**src/hw/rtl/mispd_pkg.sv**
```systemverilog
// shared types and constants for the multichannel incremental speed pid unit
package mispd_pkg;

  // stream payload widths
  localparam int IN_TDATA_W  = 40;
  localparam int OUT_TDATA_W = 24;

  // field widths
  localparam int CH_W    = 2;
  localparam int SPEED_W = 16;
  localparam int ERR_W   = 18;
  localparam int DIFF_W  = 20;
  localparam int GAIN_W  = 16;
  localparam int MAG_W   = 16;
  localparam int DRIVE_W = 17;
  localparam int PROD_W  = GAIN_W + 1 + DIFF_W;
  localparam int ACC_W   = 40;
  localparam int SUM_W   = ACC_W + 1;
  localparam int CFG_W   = 64;
  localparam int STEP_W  = $clog2(ACC_W);

  // configuration register indexes
  localparam int IDX_W = 3;
  localparam logic [IDX_W-1:0] REG_KP      = 3'd0;
  localparam logic [IDX_W-1:0] REG_KI      = 3'd1;
  localparam logic [IDX_W-1:0] REG_KD      = 3'd2;
  localparam logic [IDX_W-1:0] REG_DIVISOR = 3'd3;
  localparam logic [IDX_W-1:0] REG_FF      = 3'd4;
  localparam logic [IDX_W-1:0] REG_LIMIT   = 3'd5;

  // register reset values
  localparam logic [CFG_W-1:0] DIVISOR_RESET = 64'h0001_0001_0001_0001;
  localparam logic [MAG_W-1:0] LIMIT_RESET   = 16'd1000;

  // stored direction of a channel
  typedef enum logic [1:0] {
    DIR_STOP = 2'd0,
    DIR_FWD  = 2'd1,
    DIR_REV  = 2'd3
  } dir_t;

  // what the back end has to do with a sample
  typedef enum logic [1:0] {
    KIND_NONE,
    KIND_STOP,
    KIND_RUN
  } kind_t;

  // classified sample passed from front to back
  typedef struct packed {
    logic [CH_W-1:0]          ch;
    kind_t                    kind;
    logic                     rev;
    logic signed [ERR_W-1:0]  err;
  } cmd_t;

  // configuration set seen by the back end
  typedef struct packed {
    logic [CFG_W-1:0] kp;
    logic [CFG_W-1:0] ki;
    logic [CFG_W-1:0] kd;
    logic [CFG_W-1:0] divisor;
    logic [CFG_W-1:0] ff;
    logic [MAG_W-1:0] limit;
  } cfg_t;

  // back end sequencer states
  typedef enum logic [2:0] {
    B_IDLE,
    B_MUL,
    B_ABS,
    B_DIV,
    B_SUM,
    B_DONE
  } back_state_t;

  // 16-bit lane of a four-lane table
  function automatic logic [GAIN_W-1:0] lane(input logic [CFG_W-1:0] tbl,
                                             input logic [CH_W-1:0] ch);
    lane = tbl[ch*GAIN_W +: GAIN_W];
  endfunction

endpackage

```
**src/hw/rtl/mispd_front.sv**
```systemverilog
// front end: accepts samples, classifies them and computes the aligned error
module mispd_front #(
  parameter int CHANNELS = 4
) (
  input  logic                                clk,
  input  logic                                rst,
  input  logic                                s_axis_tvalid,
  output logic                                s_axis_tready,
  // channel[1:0], set_speed[17:2], measured_speed[33:18], zero fill
  input  logic [mispd_pkg::IN_TDATA_W-1:0]    s_axis_tdata,
  output logic                                cmd_valid,
  input  logic                                cmd_ready,
  output mispd_pkg::cmd_t                     cmd
);

  logic                                   vld;
  mispd_pkg::cmd_t                        cmd_next;
  logic [mispd_pkg::CH_W-1:0]             ch;
  logic signed [mispd_pkg::SPEED_W-1:0]   target;
  logic signed [mispd_pkg::SPEED_W-1:0]   measured;
  logic signed [mispd_pkg::ERR_W-1:0]     tgt_ext;
  logic signed [mispd_pkg::ERR_W-1:0]     meas_ext;
  logic signed [mispd_pkg::ERR_W-1:0]     mag;
  logic signed [mispd_pkg::ERR_W-1:0]     aligned;

  assign ch       = s_axis_tdata[1:0];
  assign target   = s_axis_tdata[17:2];
  assign measured = s_axis_tdata[33:18];

  // error in the target direction
  always_comb begin
    tgt_ext  = mispd_pkg::ERR_W'(target);
    meas_ext = mispd_pkg::ERR_W'(measured);
    mag      = target[15] ? -tgt_ext : tgt_ext;
    aligned  = target[15] ? -meas_ext : meas_ext;
    cmd_next.ch  = ch;
    cmd_next.rev = target[15];
    cmd_next.err = mag - aligned;
    if (32'(ch) >= CHANNELS) begin
      cmd_next.kind = mispd_pkg::KIND_NONE;
    end else if (target == '0) begin
      cmd_next.kind = mispd_pkg::KIND_STOP;
    end else begin
      cmd_next.kind = mispd_pkg::KIND_RUN;
    end
  end

  assign s_axis_tready = !vld || cmd_ready;
  assign cmd_valid     = vld;

  // holding register toward the queue
  always_ff @(posedge clk) begin
    if (rst) begin
      vld <= 1'b0;
    end else if (s_axis_tready) begin
      vld <= s_axis_tvalid;
    end
  end

  always_ff @(posedge clk) begin
    if (s_axis_tvalid && s_axis_tready) begin
      cmd <= cmd_next;
    end
  end

endmodule

```
**src/hw/rtl/mispd_queue.sv**
```systemverilog
// two-entry queue of classified samples between front and back
module mispd_queue (
  input  logic             clk,
  input  logic             rst,
  input  logic             wr_valid,
  output logic             wr_ready,
  input  mispd_pkg::cmd_t  wr_cmd,
  output logic             rd_valid,
  input  logic             rd_ready,
  output mispd_pkg::cmd_t  rd_cmd
);

  mispd_pkg::cmd_t  mem [2];
  logic             wr_ptr;
  logic             rd_ptr;
  logic [1:0]       count;
  logic             push;
  logic             pop;

  assign wr_ready = (count != 2'd2);
  assign rd_valid = (count != 2'd0);
  assign rd_cmd   = mem[rd_ptr];
  assign push     = wr_valid && wr_ready;
  assign pop      = rd_valid && rd_ready;

  // pointers and fill count
  always_ff @(posedge clk) begin
    if (rst) begin
      wr_ptr <= 1'b0;
      rd_ptr <= 1'b0;
      count  <= 2'd0;
    end else begin
      if (push) begin
        wr_ptr <= !wr_ptr;
      end
      if (pop) begin
        rd_ptr <= !rd_ptr;
      end
      if (push && !pop) begin
        count <= count + 2'd1;
      end else if (pop && !push) begin
        count <= count - 2'd1;
      end
    end
  end

  // entry storage
  always_ff @(posedge clk) begin
    if (push) begin
      mem[wr_ptr] <= wr_cmd;
    end
  end

endmodule

```
**src/hw/rtl/mispd_back.sv**
```systemverilog
// back end: channel contexts, gain products, serial divider, clamp and result register
module mispd_back #(
  parameter int CHANNELS = 4
) (
  input  logic                              clk,
  input  logic                              rst,
  input  logic                              clr_all,
  input  mispd_pkg::cfg_t                   cfg,
  input  logic                              cmd_valid,
  output logic                              cmd_ready,
  input  mispd_pkg::cmd_t                   cmd,
  output logic                              m_axis_tvalid,
  input  logic                              m_axis_tready,
  // out_channel[1:0], drive[18:2], zero fill
  output logic [mispd_pkg::OUT_TDATA_W-1:0] m_axis_tdata
);

  localparam int CW = (CHANNELS > 1) ? $clog2(CHANNELS) : 1;

  // channel contexts
  mispd_pkg::dir_t                      prior_dir  [CHANNELS];
  logic signed [mispd_pkg::ERR_W-1:0]   last_err   [CHANNELS];
  logic signed [mispd_pkg::ERR_W-1:0]   older_err  [CHANNELS];
  logic [mispd_pkg::MAG_W-1:0]          drive_mag  [CHANNELS];

  mispd_pkg::back_state_t               state;
  mispd_pkg::back_state_t               state_next;
  mispd_pkg::cmd_t                      cur;
  logic signed [mispd_pkg::ERR_W-1:0]   e1r;
  logic signed [mispd_pkg::ERR_W-1:0]   e2r;
  logic [mispd_pkg::MAG_W-1:0]          held;
  logic [1:0]                           step;
  logic signed [mispd_pkg::PROD_W-1:0]  prod;
  logic signed [mispd_pkg::ACC_W-1:0]   acc;
  logic [mispd_pkg::ACC_W-1:0]          quo;
  logic [mispd_pkg::MAG_W-1:0]          rem;
  logic                                 neg;
  logic [mispd_pkg::STEP_W-1:0]         cnt;
  logic signed [mispd_pkg::SUM_W-1:0]   sum;

  logic                                 pop;
  logic                                 out_free;
  logic                                 finish;
  logic [CW-1:0]                        hidx;
  logic [CW-1:0]                        cidx;
  mispd_pkg::dir_t                      hdir;
  mispd_pkg::dir_t                      cdir;
  logic [mispd_pkg::MAG_W-1:0]          ff_lim;
  logic [mispd_pkg::MAG_W-1:0]          dv;
  logic signed [mispd_pkg::DIFF_W-1:0]  d1;
  logic signed [mispd_pkg::DIFF_W-1:0]  d2;
  logic signed [mispd_pkg::DIFF_W-1:0]  mul_b;
  logic [mispd_pkg::GAIN_W-1:0]         mul_a;
  logic signed [mispd_pkg::PROD_W-1:0]  mul_p;
  logic [mispd_pkg::MAG_W:0]            trial;
  logic                                 ge;
  logic signed [mispd_pkg::SUM_W-1:0]   quo_s;
  logic [mispd_pkg::MAG_W-1:0]          outmag;
  logic signed [mispd_pkg::DRIVE_W-1:0] drive;

  // next state
  always_comb begin
    state_next = state;
    unique case (state)
      mispd_pkg::B_IDLE: begin
        if (cmd_valid) begin
          state_next = (cmd.kind == mispd_pkg::KIND_RUN) ? mispd_pkg::B_MUL
                                                         : mispd_pkg::B_DONE;
        end
      end
      mispd_pkg::B_MUL: begin
        if (step == 2'd3) begin
          state_next = mispd_pkg::B_ABS;
        end
      end
      mispd_pkg::B_ABS: state_next = mispd_pkg::B_DIV;
      mispd_pkg::B_DIV: begin
        if (cnt == mispd_pkg::STEP_W'(mispd_pkg::ACC_W - 1)) begin
          state_next = mispd_pkg::B_SUM;
        end
      end
      mispd_pkg::B_SUM: state_next = mispd_pkg::B_DONE;
      mispd_pkg::B_DONE: begin
        if (out_free) begin
          state_next = mispd_pkg::B_IDLE;
        end
      end
      default: state_next = mispd_pkg::B_IDLE;
    endcase
  end

  // sequencer outputs
  always_comb begin
    cmd_ready = 1'b0;
    finish    = 1'b0;
    unique case (state)
      mispd_pkg::B_IDLE: cmd_ready = 1'b1;
      mispd_pkg::B_DONE: finish    = out_free;
      default: begin
        cmd_ready = 1'b0;
        finish    = 1'b0;
      end
    endcase
  end

  assign pop      = cmd_valid && cmd_ready;
  assign out_free = !m_axis_tvalid || m_axis_tready;

  // context addressing and lane selection
  assign hidx   = CW'(cmd.ch);
  assign cidx   = CW'(cur.ch);
  assign hdir   = cmd.rev ? mispd_pkg::DIR_REV : mispd_pkg::DIR_FWD;
  assign cdir   = cur.rev ? mispd_pkg::DIR_REV : mispd_pkg::DIR_FWD;
  assign ff_lim = (mispd_pkg::lane(cfg.ff, cmd.ch) > cfg.limit) ? cfg.limit
                                                                : mispd_pkg::lane(cfg.ff, cmd.ch);
  assign dv     = (mispd_pkg::lane(cfg.divisor, cur.ch) == '0) ? mispd_pkg::MAG_W'(1)
                                                               : mispd_pkg::lane(cfg.divisor, cur.ch);

  // error differences for the gain products
  assign d1 = mispd_pkg::DIFF_W'(cur.err) - mispd_pkg::DIFF_W'(e1r);
  assign d2 = mispd_pkg::DIFF_W'(cur.err) - (mispd_pkg::DIFF_W'(e1r) <<< 1)
            + mispd_pkg::DIFF_W'(e2r);

  // one shared multiplier, one gain a cycle
  always_comb begin
    case (step)
      2'd0: begin
        mul_a = mispd_pkg::lane(cfg.kp, cur.ch);
        mul_b = d1;
      end
      2'd1: begin
        mul_a = mispd_pkg::lane(cfg.ki, cur.ch);
        mul_b = mispd_pkg::DIFF_W'(cur.err);
      end
      default: begin
        mul_a = mispd_pkg::lane(cfg.kd, cur.ch);
        mul_b = d2;
      end
    endcase
    mul_p = $signed({1'b0, mul_a}) * mul_b;
  end

  // restoring divide step
  assign trial = {rem, quo[mispd_pkg::ACC_W-1]};
  assign ge    = (trial >= {1'b0, dv});

  // delta with its sign restored
  assign quo_s = neg ? -$signed({1'b0, quo}) : $signed({1'b0, quo});

  // clamp to 0..limit and apply direction; zero drive unless the sample runs
  always_comb begin
    if (sum < 0) begin
      outmag = '0;
    end else if (sum > $signed({{(mispd_pkg::SUM_W - mispd_pkg::MAG_W){1'b0}}, cfg.limit}))
    begin
      outmag = cfg.limit;
    end else begin
      outmag = sum[mispd_pkg::MAG_W-1:0];
    end
    if (cur.kind != mispd_pkg::KIND_RUN) begin
      drive = '0;
    end else if (cur.rev) begin
      drive = -$signed({1'b0, outmag});
    end else begin
      drive = $signed({1'b0, outmag});
    end
  end

  // state register
  always_ff @(posedge clk) begin
    if (rst) begin
      state <= mispd_pkg::B_IDLE;
    end else begin
      state <= state_next;
    end
  end

  // datapath
  always_ff @(posedge clk) begin
    case (state)
      mispd_pkg::B_IDLE: begin
        if (pop) begin
          cur  <= cmd;
          step <= 2'd0;
          if (cmd.kind == mispd_pkg::KIND_RUN) begin
            if (prior_dir[hidx] != hdir) begin
              e1r  <= '0;
              e2r  <= '0;
              held <= ff_lim;
            end else begin
              e1r  <= last_err[hidx];
              e2r  <= older_err[hidx];
              held <= drive_mag[hidx];
            end
          end
        end
      end
      mispd_pkg::B_MUL: begin
        prod <= mul_p;
        acc  <= (step == 2'd0) ? '0 : acc + mispd_pkg::ACC_W'(prod);
        step <= step + 2'd1;
      end
      mispd_pkg::B_ABS: begin
        neg <= acc[mispd_pkg::ACC_W-1];
        quo <= acc[mispd_pkg::ACC_W-1] ? mispd_pkg::ACC_W'(-acc) : mispd_pkg::ACC_W'(acc);
        rem <= '0;
        cnt <= '0;
      end
      mispd_pkg::B_DIV: begin
        quo <= {quo[mispd_pkg::ACC_W-2:0], ge};
        rem <= ge ? mispd_pkg::MAG_W'(trial - {1'b0, dv}) : trial[mispd_pkg::MAG_W-1:0];
        cnt <= cnt + mispd_pkg::STEP_W'(1);
      end
      mispd_pkg::B_SUM: begin
        sum <= $signed({{(mispd_pkg::SUM_W - mispd_pkg::MAG_W){1'b0}}, held}) + quo_s;
      end
      default: begin
        step <= step;
      end
    endcase
  end

  // channel context updates, cleared by reset and by any write to a known register index
  always_ff @(posedge clk) begin
    if (rst || clr_all) begin
      for (int c = 0; c < CHANNELS; c++) begin
        prior_dir[c] <= mispd_pkg::DIR_STOP;
        last_err[c]  <= '0;
        older_err[c] <= '0;
        drive_mag[c] <= '0;
      end
    end else if (finish) begin
      if (cur.kind == mispd_pkg::KIND_STOP) begin
        prior_dir[cidx] <= mispd_pkg::DIR_STOP;
        last_err[cidx]  <= '0;
        older_err[cidx] <= '0;
        drive_mag[cidx] <= '0;
      end else if (cur.kind == mispd_pkg::KIND_RUN) begin
        prior_dir[cidx] <= cdir;
        last_err[cidx]  <= cur.err;
        older_err[cidx] <= e1r;
        drive_mag[cidx] <= outmag;
      end
    end
  end

  // result register
  always_ff @(posedge clk) begin
    if (rst) begin
      m_axis_tvalid <= 1'b0;
    end else if (finish) begin
      m_axis_tvalid <= 1'b1;
    end else if (m_axis_tready) begin
      m_axis_tvalid <= 1'b0;
    end
  end

  always_ff @(posedge clk) begin
    if (finish) begin
      m_axis_tdata <= {5'b0, drive, cur.ch};
    end
  end

endmodule

```
**src/hw/rtl/multichannel_incremental_speed_pid_unit.sv**
```systemverilog
// top level: register file, front end, queue and back end of the speed pid unit
// a running sample passes the back-end steps in order: context load, gain multiplies on a
// shared multiplier, abs, serial divide, add, clamp; stop and out-of-range samples go
// straight to the result; the back end takes a new sample only once the last result is
// handed over; the front end and queue take up to three samples while the back is busy
// synchronous reset clears all channel contexts and loads the register defaults
module multichannel_incremental_speed_pid_unit #(
  parameter int CHANNELS = 4
) (
  input  logic                              clk,
  input  logic                              rst,
  input  logic                              s_axis_tvalid,
  output logic                              s_axis_tready,
  // channel[1:0], set_speed[17:2], measured_speed[33:18], zero fill
  input  logic [mispd_pkg::IN_TDATA_W-1:0]  s_axis_tdata,
  output logic                              m_axis_tvalid,
  input  logic                              m_axis_tready,
  // out_channel[1:0], drive[18:2], zero fill
  output logic [mispd_pkg::OUT_TDATA_W-1:0] m_axis_tdata,
  input  logic                              cfg_valid,
  output logic                              cfg_ready,
  input  logic [mispd_pkg::IDX_W-1:0]       cfg_index,
  input  logic [mispd_pkg::CFG_W-1:0]       cfg_data
);

  mispd_pkg::cfg_t  cfg;
  logic             cfg_hit;
  logic             clr_all;
  logic             f_valid;
  logic             f_ready;
  mispd_pkg::cmd_t  f_cmd;
  logic             q_valid;
  logic             q_ready;
  mispd_pkg::cmd_t  q_cmd;

  assign cfg_ready = 1'b1;

  // index decode
  always_comb begin
    unique case (cfg_index)
      mispd_pkg::REG_KP, mispd_pkg::REG_KI, mispd_pkg::REG_KD,
      mispd_pkg::REG_DIVISOR, mispd_pkg::REG_FF, mispd_pkg::REG_LIMIT: cfg_hit = 1'b1;
      default: cfg_hit = 1'b0;
    endcase
  end

  assign clr_all = cfg_valid && cfg_ready && cfg_hit;

  // register file
  always_ff @(posedge clk) begin
    if (rst) begin
      cfg.kp      <= '0;
      cfg.ki      <= '0;
      cfg.kd      <= '0;
      cfg.divisor <= mispd_pkg::DIVISOR_RESET;
      cfg.ff      <= '0;
      cfg.limit   <= mispd_pkg::LIMIT_RESET;
    end else if (cfg_valid && cfg_ready) begin
      case (cfg_index)
        mispd_pkg::REG_KP:      cfg.kp      <= cfg_data;
        mispd_pkg::REG_KI:      cfg.ki      <= cfg_data;
        mispd_pkg::REG_KD:      cfg.kd      <= cfg_data;
        mispd_pkg::REG_DIVISOR: cfg.divisor <= cfg_data;
        mispd_pkg::REG_FF:      cfg.ff      <= cfg_data;
        mispd_pkg::REG_LIMIT:   cfg.limit   <= cfg_data[mispd_pkg::MAG_W-1:0];
        default:                cfg.limit   <= cfg.limit;
      endcase
    end
  end

  mispd_front #(
    .CHANNELS (CHANNELS)
  ) u_front (
    .clk           (clk),
    .rst           (rst),
    .s_axis_tvalid (s_axis_tvalid),
    .s_axis_tready (s_axis_tready),
    .s_axis_tdata  (s_axis_tdata),
    .cmd_valid     (f_valid),
    .cmd_ready     (f_ready),
    .cmd           (f_cmd)
  );

  mispd_queue u_queue (
    .clk      (clk),
    .rst      (rst),
    .wr_valid (f_valid),
    .wr_ready (f_ready),
    .wr_cmd   (f_cmd),
    .rd_valid (q_valid),
    .rd_ready (q_ready),
    .rd_cmd   (q_cmd)
  );

  mispd_back #(
    .CHANNELS (CHANNELS)
  ) u_back (
    .clk           (clk),
    .rst           (rst),
    .clr_all       (clr_all),
    .cfg           (cfg),
    .cmd_valid     (q_valid),
    .cmd_ready     (q_ready),
    .cmd           (q_cmd),
    .m_axis_tvalid (m_axis_tvalid),
    .m_axis_tready (m_axis_tready),
    .m_axis_tdata  (m_axis_tdata)
  );

endmodule

```
**config.mk**
```make
export PLATFORM = sky130hd
export DESIGN_NAME = multichannel_incremental_speed_pid_unit
export DESIGN_NICKNAME = d
export VERILOG_FILES = /design/src/hw/rtl/mispd_pkg.sv /design/src/hw/rtl/mispd_front.sv /design/src/hw/rtl/mispd_queue.sv /design/src/hw/rtl/mispd_back.sv /design/src/hw/rtl/multichannel_incremental_speed_pid_unit.sv
export SDC_FILE = /design/constraint.sdc
export NUM_CORES = 2
export LEC_CHECK = 0
export BUFFER_PORTS_ARGS = -buffer_cell sky130_fd_sc_hd__clkbuf_2
export CAP_MARGIN = 20
export CORE_MARGIN = 2
export CORE_UTILIZATION = 30
export DETAILED_ROUTE_END_ITERATION = 6
export GPL_ROUTABILITY_DRIVEN = 1
export PLACE_DENSITY = 0.49
export SYNTH_ARGS = -nofsm -noshare
export SYNTH_HDL_FRONTEND = slang
export SYNTH_SLANG_ARGS = --single-unit
```
**constraint.sdc**
```tcl
create_clock -name clk -period 20.8 [get_ports clk]
set_input_delay 4.16 -clock clk [delete_from_list [all_inputs] [get_ports clk]]
set_output_delay 4.16 -clock clk [all_outputs]
set_load 0.01 [all_outputs]
```
==> results.json <==
{
  "status": "finished, final reports clean",
  "htreeDepth": 3,
  "fin_hold_ws_ns": 0.428,
  "ctsHoldBuffers": 0,
  "clkLatencyLatePin_ns": 0.72,
  "rrSetupSlack_ns": 9.51,
  "grt.overflow.total": 0,
  "clockBufferDepth": 3,
  "wl_per_cell_um": 20.3,
  "min-delay-start": "u_front.cmd[14]",
  "initial_core_util": 0.303,
  "num_io_pins": 139,
  "finalClockSkew_ns": 0.0298,
  "routed_wl_mm": 175,
  "dieArea_sq_um": 198000,
  "setup_viol": 0,
  "reg2reg_from": "u_back.cur[2]",
  "placed_cell_area_sq_um": 61700,
  "required_ns": 21.39,
  "yosys.area.top_type": "edfxtp_1",
  "cts-root-buf": "clkbuf_16",
  "slowest_delay_ns": 0.80,
  "fin_crit_sh": 0.543,
  "fin_crit_ns": 11.29,
  "slew_viol_final": 0,
  "syn_area_sq_um": 58400,
  "cts.repair.resized": 0,
  "io_buffers": 126,
  "synth.avg_cell_area_sq_um": 9.65,
  "final_area_sq_um": 65200,
  "relSlewSlack": 0.281,
  "startpoint": "u_back.cur[2]",
  "fin_setup_tns_ns": 0,
  "rsz0062_at_grt": "no",
  "crit_top_cell": "fa_1",
  "drv_cap": 0,
  "timing.rr.end": "u_back.prod[36]",
  "holdPathStages": 0,
  "die_h_um": 445,
  "dp_hpwl_mm": 123,
  "core_region_area_sq_um": 193000,
  "grt_max_degree": 200,
  "synth_area_leaders": "edfxtp_1 (29%), dfxtp_1 (12%), fa_1 (12%)",
  "drtIter0Drc": 3300,
  "worstPathMaxFanout": 11,
  "synth-edff-count": 562,
  "synth.ff_latch_count": 908,
  "postCtsSetupRepairBufs": 0,
  "num_vias": 42894,
  "layout_common_cells": "nand2_1 (1091), inv_1 (593), edfxtp_1 (562)",
  "critical_path_class": "flip-flop to flip-flop",
  "hp-class": "flip-flop to flip-flop",
  "end_kind": "flip-flop",
  "synth_cells": 6056,
  "cts_num_sinks": 908,
  "ant_nets": 0,
  "die_w_um": 445,
  "grt_pass1_wl_mm": 265,
  "clk_pin_slew_ns": 0.06,
  "async_reset_ff_frac": 0,
  "cts_made_buffers": 101,
  "arrival_ns": 11.88,
  "antenna_found_initial": 15,
  "ys_seq_area_frac": 0.407,
  "hold_path_end": "u_queue.mem[1][14]",
  "ys_types": 82,
  "syn_to_final_growth_pct": 11.6,
  "row_count": 161,
  "cts_tree": "built",
  "fmax_mhz": 88.6,
  "place_congestion": 0.836,
  "slowest_stage": "fa_1",
  "final_util": 0.338,
  "grt_pass1_vias": 43107,
  "drc_errors": 0,
  "hold_viol": 0,
  "ys_warn_count": 0,
  "tightest_slew_ns": 1.08,
  "nets": 6739,
  "final_common_cell": "nand2_1",
  "vias_per_cell": 4.96,
  "grt_util_all_layers": 0.174,
  "drive_above_1_share": 0.0888,
  "synth.top_cell.area_share": 0.289,
  "dr.pass1.iters": 7,
  "num-fill-cells": 19807,
  "start_kind": "flip-flop",
  "synth_top_flop_cell": "edfxtp_1",
  "r2r_cells": 32
}
## Yosys cell counts (all sizes together) (29+ instances only)
| library cell | instances |
|---|---|
| a21oi | 446 |
| nand3 | 47 |
| nor2b | 61 |
| o31ai | 37 |
| nor2 | 475 |
| o21ai | 190 |
| dfxtp | 346 |
| mux4 | 86 |
| nor3 | 69 |
| xnor2 | 166 |
| and2 | 70 |
| fa | 338 |
| or2 | 32 |
| nand2 | 1093 |
| edfxtp | 562 |
| and3 | 55 |
| o21a | 29 |
| ha | 261 |
| xor2 | 122 |
| a22oi | 42 |
| nand2b | 48 |
| mux2i | 40 |
| clkbuf | 282 |
| a31oi | 33 |
| a22o | 33 |
| inv | 595 |
| buf | 49 |
| or3 | 40 |
| a211oi | 56 |
| a21o | 73 |
## stage by stage
stage               std cells  setup slack [ns]
floorplan                6061             10.57
global placement         8449              9.49
detailed placement       8449              9.47
CTS                      8637              9.40
global route             8639              8.69
finish                   8642              9.51
## registers in the layout, summed over array words and instances, names as in the netlist, 3 cells and up, named ones only
signal,count
u_back.prod,37
u_back.e1r,18
u_back.older_err,72
u_back.quo,40
u_back.cur,21
u_back.prior_dir,8
u_back.last_err,72
u_queue.mem,46
u_back.cnt,6
u_back.state,3
u_back.drive_mag,64
u_front.cmd,23
u_back.m_axis_tdata,19
u_back.held,16
u_back.acc,40
u_back.e2r,18
cfg,336
u_back.sum,41
u_back.rem,16
## cell families (layout without fill, tap and decap cells)
family	Yosys count	in the layout	share of synthesized area
simple gates	2109	2109	0.159
compound gates	1068	1068	0.113
buf+inv	926	978	0.0599
flops	908	908	0.407
fa+ha+maj	602	602	0.172
xor+xnor	288	288	0.0432
mux	153	153	0.0452
other cells	2	10	0.000129
## cell type report
class	instances	area, sq um	area share
diodes	3	7.51	0.000115
multi-input cells	4227	31400	0.481
well taps	2526	3160	0.0485
flip-flops and latches	908	23800	0.365
inverters	595	2230	0.0342
clock inverters	41	429	0.00658
clock buffers	147	2980	0.0457
repair buffers	195	1200	0.0185
## worst max-delay path by stage
stage	slack, ns	end
6_report	9.51	u_back.prod[36]
5_1_grt	8.69	u_back.prod[36]
4_1_cts	9.40	u_back.prod[36]
3_5_place_dp	9.47	u_back.prod[36]
3_3_place_gp	9.49	u_back.prod[36]
2_1_floorplan	10.57	u_back.drive_mag[0][0]
## metal layers
layer  global-route usage  vias to the layer above  share of wire
met4               0.0334                        0          0.018
met2                0.287                      914           0.47
li1                     -                    20453              -
met3               0.0295                      191          0.054
met5                    0                        -              0
met1                0.241                    21336           0.46
## critical path, delay by kind of cell (launching register included)
kind            cells  cell delay (ns)
compound gates     10             3.74
fa+ha+maj           9             4.54
buf+inv             6             0.64
flops               1             0.44
mux                 2             0.38
simple gates        5             1.43
Power is not shown: default switching activity piles up to over one toggle a cycle in this logic, so the estimate is an artifact.
